[src/kufe_pkg.sv]
// Package for the union-find engine: result status codes, sequencer states
// and the write-enable group between the sequencer and the store.
// No dependencies.
package kufe_pkg;

    typedef enum logic [1:0] {
        ST_JOINED    = 2'd0,
        ST_CONNECTED = 2'd1,
        ST_IGNORED   = 2'd2,
        ST_RANGE     = 2'd3
    } t_status;

    typedef enum logic [5:0] {
        S_INIT   = 6'b000001,
        S_IDLE   = 6'b000010,
        S_WALK   = 6'b000100,
        S_HALVE  = 6'b001000,
        S_SIZE_A = 6'b010000,
        S_LINK   = 6'b100000
    } t_state;

    typedef struct packed {
        logic p_we;
        logic s_we;
    } t_mem_ctl;

endpackage

[src/kufe_seq.sv]
// Sequencer of the union-find engine: clearing sweep, root walks with path
// halving, union by size, edge count and result registers.
// Depends on kufe_pkg; drives kufe_store.
module kufe_seq import kufe_pkg::*; #(
    parameter int MAX_VERTICES = 1024,
    parameter int AW           = 10,
    parameter int SW           = 11,
    parameter int CW           = 11
) (
    input  logic          i_clk,
    input  logic          i_rst_n,
    input  logic          i_start,
    output logic          o_busy,
    input  logic [9:0]    i_first_vertex,
    input  logic [9:0]    i_second_vertex,
    input  logic [CW-1:0] i_eff_count,
    output logic          o_done,
    output logic [1:0]    o_status,
    output logic [9:0]    o_accepted_count,
    output logic          o_complete,
    output t_mem_ctl      o_ctl,
    output logic [AW-1:0] o_p_raddr,
    output logic [AW-1:0] o_p_waddr,
    output logic [AW-1:0] o_p_wdata,
    input  logic [AW-1:0] i_p_rdata,
    output logic [AW-1:0] o_s_raddr,
    output logic [AW-1:0] o_s_waddr,
    output logic [SW-1:0] o_s_wdata,
    input  logic [SW-1:0] i_s_rdata
);

    t_state        r_state, n_state;
    logic [AW-1:0] r_cnt, n_cnt;
    logic [9:0]    r_acc, n_acc;
    logic          r_tdone, n_tdone;
    logic          r_done, n_done;
    t_status       r_status, n_status;
    logic [9:0]    r_acc_out, n_acc_out;
    logic          r_cmp_out, n_cmp_out;
    logic [AW-1:0] r_v, n_v;
    logic [AW-1:0] r_b, n_b;
    logic [AW-1:0] r_ra, n_ra;
    logic [SW-1:0] r_sa, n_sa;
    logic          r_phase, n_phase;

    logic          w_complete;
    logic          w_range;
    logic [9:0]    w_acc_inc;
    logic          w_join_cmp;
    logic [AW-1:0] w_big;
    logic [AW-1:0] w_small;

    assign w_complete = r_tdone || ((CW'(r_acc) + CW'(1)) >= i_eff_count);
    assign w_range    = (CW'(i_first_vertex) >= i_eff_count)
                     || (CW'(i_second_vertex) >= i_eff_count);
    assign w_acc_inc  = r_acc + 10'd1;
    assign w_join_cmp = r_tdone || ((CW'(w_acc_inc) + CW'(1)) >= i_eff_count);
    assign w_big      = (r_sa < i_s_rdata) ? r_v : r_ra;
    assign w_small    = (r_sa < i_s_rdata) ? r_ra : r_v;

    always_comb begin
        n_state   = r_state;
        n_cnt     = r_cnt;
        n_acc     = r_acc;
        n_tdone   = r_tdone;
        n_done    = 1'b0;
        n_status  = r_status;
        n_acc_out = r_acc_out;
        n_cmp_out = r_cmp_out;
        n_v       = r_v;
        n_b       = r_b;
        n_ra      = r_ra;
        n_sa      = r_sa;
        n_phase   = r_phase;
        o_ctl     = '0;
        o_p_raddr = r_v;
        o_p_waddr = r_v;
        o_p_wdata = i_p_rdata;
        o_s_raddr = r_ra;
        o_s_waddr = r_ra;
        o_s_wdata = SW'(1);
        case (r_state)
            S_INIT: begin
                o_ctl.p_we = 1'b1;
                o_ctl.s_we = 1'b1;
                o_p_waddr  = r_cnt;
                o_p_wdata  = r_cnt;
                o_s_waddr  = r_cnt;
                o_s_wdata  = SW'(1);
                n_cnt      = r_cnt + AW'(1);
                if (r_cnt == AW'(MAX_VERTICES - 1)) begin
                    n_state = S_IDLE;
                end
            end
            S_IDLE: begin
                if (i_start) begin
                    if (w_complete) begin
                        n_tdone   = 1'b1;
                        n_done    = 1'b1;
                        n_status  = ST_IGNORED;
                        n_acc_out = r_acc;
                        n_cmp_out = 1'b1;
                    end else if (w_range) begin
                        n_done    = 1'b1;
                        n_status  = ST_RANGE;
                        n_acc_out = r_acc;
                        n_cmp_out = 1'b0;
                    end else begin
                        n_v       = AW'(i_first_vertex);
                        n_b       = AW'(i_second_vertex);
                        o_p_raddr = AW'(i_first_vertex);
                        n_phase   = 1'b0;
                        n_state   = S_WALK;
                    end
                end
            end
            S_WALK: begin
                if (i_p_rdata == r_v) begin
                    if (!r_phase) begin
                        n_ra      = r_v;
                        n_v       = r_b;
                        o_p_raddr = r_b;
                        n_phase   = 1'b1;
                    end else if (r_ra == r_v) begin
                        n_done    = 1'b1;
                        n_status  = ST_CONNECTED;
                        n_acc_out = r_acc;
                        n_cmp_out = 1'b0;
                        n_state   = S_IDLE;
                    end else begin
                        o_s_raddr = r_ra;
                        n_state   = S_SIZE_A;
                    end
                end else begin
                    o_p_raddr = i_p_rdata;
                    n_state   = S_HALVE;
                end
            end
            S_HALVE: begin
                o_ctl.p_we = 1'b1;
                o_p_waddr  = r_v;
                o_p_wdata  = i_p_rdata;
                n_v        = i_p_rdata;
                o_p_raddr  = i_p_rdata;
                n_state    = S_WALK;
            end
            S_SIZE_A: begin
                n_sa      = i_s_rdata;
                o_s_raddr = r_v;
                n_state   = S_LINK;
            end
            S_LINK: begin
                o_ctl.p_we = 1'b1;
                o_ctl.s_we = 1'b1;
                o_p_waddr  = w_small;
                o_p_wdata  = w_big;
                o_s_waddr  = w_big;
                o_s_wdata  = r_sa + i_s_rdata;
                n_acc      = w_acc_inc;
                n_tdone    = w_join_cmp;
                n_done     = 1'b1;
                n_status   = ST_JOINED;
                n_acc_out  = w_acc_inc;
                n_cmp_out  = w_join_cmp;
                n_state    = S_IDLE;
            end
            default: begin
                n_state = S_IDLE;
            end
        endcase
    end

    always_ff @(posedge i_clk) begin
        if (!i_rst_n) begin
            r_state <= S_INIT;
            r_cnt   <= '0;
            r_acc   <= '0;
            r_tdone <= 1'b0;
            r_done  <= 1'b0;
        end else begin
            r_state <= n_state;
            r_cnt   <= n_cnt;
            r_acc   <= n_acc;
            r_tdone <= n_tdone;
            r_done  <= n_done;
        end
    end

    always_ff @(posedge i_clk) begin
        r_status  <= n_status;
        r_acc_out <= n_acc_out;
        r_cmp_out <= n_cmp_out;
        r_v       <= n_v;
        r_b       <= n_b;
        r_ra      <= n_ra;
        r_sa      <= n_sa;
        r_phase   <= n_phase;
    end

    assign o_busy           = (r_state != S_IDLE);
    assign o_done           = r_done;
    assign o_status         = r_status;
    assign o_accepted_count = r_acc_out;
    assign o_complete       = r_cmp_out;

endmodule

[config.mk]
export PLATFORM = sky130hd
export DESIGN_NAME = kufe_seq
export DESIGN_NICKNAME = d
export VERILOG_FILES = /design/src/kufe_pkg.sv /design/src/kufe_seq.sv
export SDC_FILE = /design/constraint.sdc
export NUM_CORES = 1
export LEC_CHECK = 0
export ABC_AREA = 1
export BUFFER_PORTS_ARGS = -buffer_cell sky130_fd_sc_hd__buf_2
export CAP_MARGIN = 40
export CELL_PAD_IN_SITES_DETAIL_PLACEMENT = 1
export CELL_PAD_IN_SITES_GLOBAL_PLACEMENT = 1
export CORE_AREA = 2 2 136 138
export CTS_CLUSTER_DIAMETER = 30
export DETAILED_ROUTE_END_ITERATION = 8
export DIE_AREA = 0 0 138 140
export PLACE_DENSITY = 0.79
export SLEW_MARGIN = 10
export SYNTH_ARGS = -nofsm -noshare
export SYNTH_HDL_FRONTEND = slang
export SYNTH_SLANG_ARGS = --single-unit
export TNS_END_PERCENT = 10
[constraint.sdc]
create_clock -name i_clk -period 3.6 [get_ports i_clk]
set_input_delay 0.36 -clock i_clk [delete_from_list [all_inputs] [get_ports i_clk]]
set_output_delay 0.36 -clock i_clk [all_outputs]
set_load 0.005 [all_outputs]
==> impl_metrics.ini <==
[setup_path]
worstPathArrival_ns = 3.17
cp.required_ns = 3.24
crit_fanout = 6
crit_path_start_kind = register
critical_path_class = reg -> out
cp-end-kind = output pin

[synthesis]
yosysTopAreaCell = edfxtp_1
synth_fp_nets = 1139
ys.flop_type = edfxtp_1
synth_area_per_cell_um2 = 6.92
synthCells = 1017
async_reset_ff_share_pct = 0
ys_warn_count = 0
ys_types = 45
synth_edf_count = 55
synth_area_um2 = 7030
seq_area_frac_synth_pct = 31.5
ys_ff_latch = 83
synth_top_area_share_pct = 23.5
ys_top_cells_by_area = edfxtp_1 23%, nand2_1 15%, ha_1 12%

[timing]
skew_ns = 0.00562
max_freq_mhz = 284
fin_crit_sh_pct = 98.0
slew_viol_final = 0
setup_tns_ns = 0
tightest_slew_ns = 0.863
hold_violations = 0
worst_slack_ns = 0.0731
layout_min_cycle_time_ns = 3.53
max-slew-margin-rel_pct = 42.2
finalSetupViolCount = 0
grt_setup_unrepaired = yes
worst_hold_slack_ns = 0.209

[run_status]
status = completed

[placement]
dp_hpwl_um = 18000
dpl_cell_area_um2 = 7910
port_buffers = 132
gp_congestion = 0.920
dp.cells = 1354
preCtsSetupSlack_ns = 0.188

[final_layout]
final_cell_mix = 272 x nand2_1, 140 x inv_1, 131 x buf_2, 89 x nand3_1, 76 x a21oi_1
synthToLayoutAreaGrowth_pct = 21.9
utilization_pct = 48.2
finalNonFillerCells = 1388
drive_gt1_share_pct = 20.5
layout.nets = 1276
n_antenna_cell = 0
final_common_cell = nand2_1
final_area_um2 = 8570
fill_cells = 2359

[clocking]
htree_num_levels = 3
cts_root_buf = clkbuf_16
path_clk_slew_ns = 0.06
hold_buffers = 0
cts-buffers-inserted = 9
clock_path_buffers = 2
clkLatencyLatePin_ns = 0.35
clock_sinks = 83
cts_tree = done

[route]
initialDrtViolationCount = 552
ant_nets = 0
vias = 7445
routed_via_density = 5.36
wl_um = 24100
drcViolationCount = 0
drtPass1Iterations = 5
wl_per_cell_um = 17.4

[hold_path]
min-delay-path-class = in -> reg

[die]
core_area_um2 = 17800
ios = 133
design.die.area_um2 = 19300
die_w_um = 138
rows = 49
initial_utilization_pct = 39.6
dieHeight_um = 140

[power]
p_leak_nw = 4.38
power.density_nw_per_um2 = 436
power_mw = 3.74
vdd_drop_max_uv = 263

[global_route]
antenna_found_initial = 0
grt_max_degree = 41
grt_pass1_vias = 7398
grt_pass1_wl_um = 37500
grt-ovfl-total = 0
grtUsageTotal_pct = 24.0

[job]
maxCapViolCount = 0
[sequential cells by signal, summed over array words and instances (netlist names)]
register / flops
r_state: 6
r_ra: 10
r_acc: 10
o_complete: 1
o_status: 2
r_b: 10
o_accepted_count: 10
o_done: 1
r_cnt: 10
r_sa: 11
r_tdone: 1
r_v: 10
r_phase: 1
[worst max-delay path: stages (launching register included)]
cell,delay (ns)
dfxtp_4,0.38
ha_4,0.16
nand2_4,0.06
nor2_4,0.14
buf_4,0.13
buf_4,0.10
inv_1,0.03
nand2_1,0.10
inv_2,0.08
ha_4,0.22
nand2_1,0.06
nand2_1,0.05
nand2_1,0.06
nand2_1,0.06
a21oi_1,0.14
nand4_1,0.20
nor2_4,0.20
buf_6,0.17
nand3_2,0.09
nand3_1,0.11
nand3_1,0.12
buf_2,0.15
[repair_timing]
action                                  4_1_cts  5_1_grt
endpoints found under the setup margin       10       27
pin swaps                                     3       18
setup buffers                                 7        9
gates resized for setup                       7       46
gates cloned                                  1        1
[layer usage]
metal	global-route usage [%]	wire, µm	vias up
met2	40.6	11600	220
met3	3.76	1220	38
met5	0	0	-
met1	31.7	10900	3567
li1	-	-	3620
met4	6.98	403	0
[report_power, final]
group,switching (mW),leakage [nW],internal [mW]
logic,0.946,3.50,0.542
registers,0.132,0.726,1.16
clock network,0.392,0.153,0.564
total,1.47,4.38,2.27
[cell type report]
type,instances,area [µm²],area share (%)
multi-input combinational,752,4310,50.3
sequential,83,2220,26.0
timing repair buffer,156,867,10.1
inverter,152,571,6.66
clock buffer,13,292,3.40
tap,229,287,3.34
clock inverter,3,17.5,0.204
[synthesized netlist by cell type (3+ instances only)]
cell / n
nand2_1: 282
inv_1: 144
nand3_1: 95
a21oi_1: 76
nor2_1: 73
ha_1: 66
edfxtp_1: 55
o21ai_0: 46
dfxtp_1: 28
xor2_1: 16
clkbuf_1: 14
nand4_1: 14
nand3_2: 11
buf_2: 9
nor2_2: 9
nor3_1: 9
o211ai_1: 7
inv_2: 6
nor4_1: 5
o21ai_1: 5
a211oi_1: 4
clkbuf_2: 3
nand3b_1: 3
o21bai_1: 3
o31ai_1: 3
xnor2_1: 3
[final timing paths]
path / slack, ns / cells after the start / end / startpoint
hold / removal: 0.21 / 1 / r_b[2]$_DFFE_PP_ / i_second_vertex[2]
setup / recovery: 0.07 / 21 / o_p_raddr[4] / r_acc[1]$_SDFFE_PN0P_
setup reg to reg: 0.11 / 24 / r_phase$_DFFE_PP_ / r_acc[1]$_SDFFE_PN0P_
hold reg to reg: 0.51 / 2 / r_state[1]$_SDFFE_PN0P_ / r_state[1]$_SDFFE_PN0P_
[logic make-up after synthesis]
kind of cell               share of synthesized area, %
DFF                                                31.5
AOI/OAI and AO/OA                                  12.3
and+or+nand+nor                                    31.5
buffers and inverters                              10.2
xor gates and xnor gates                           2.60
adders and majority gates                          12.0
(Power assumes the default switching activity.)
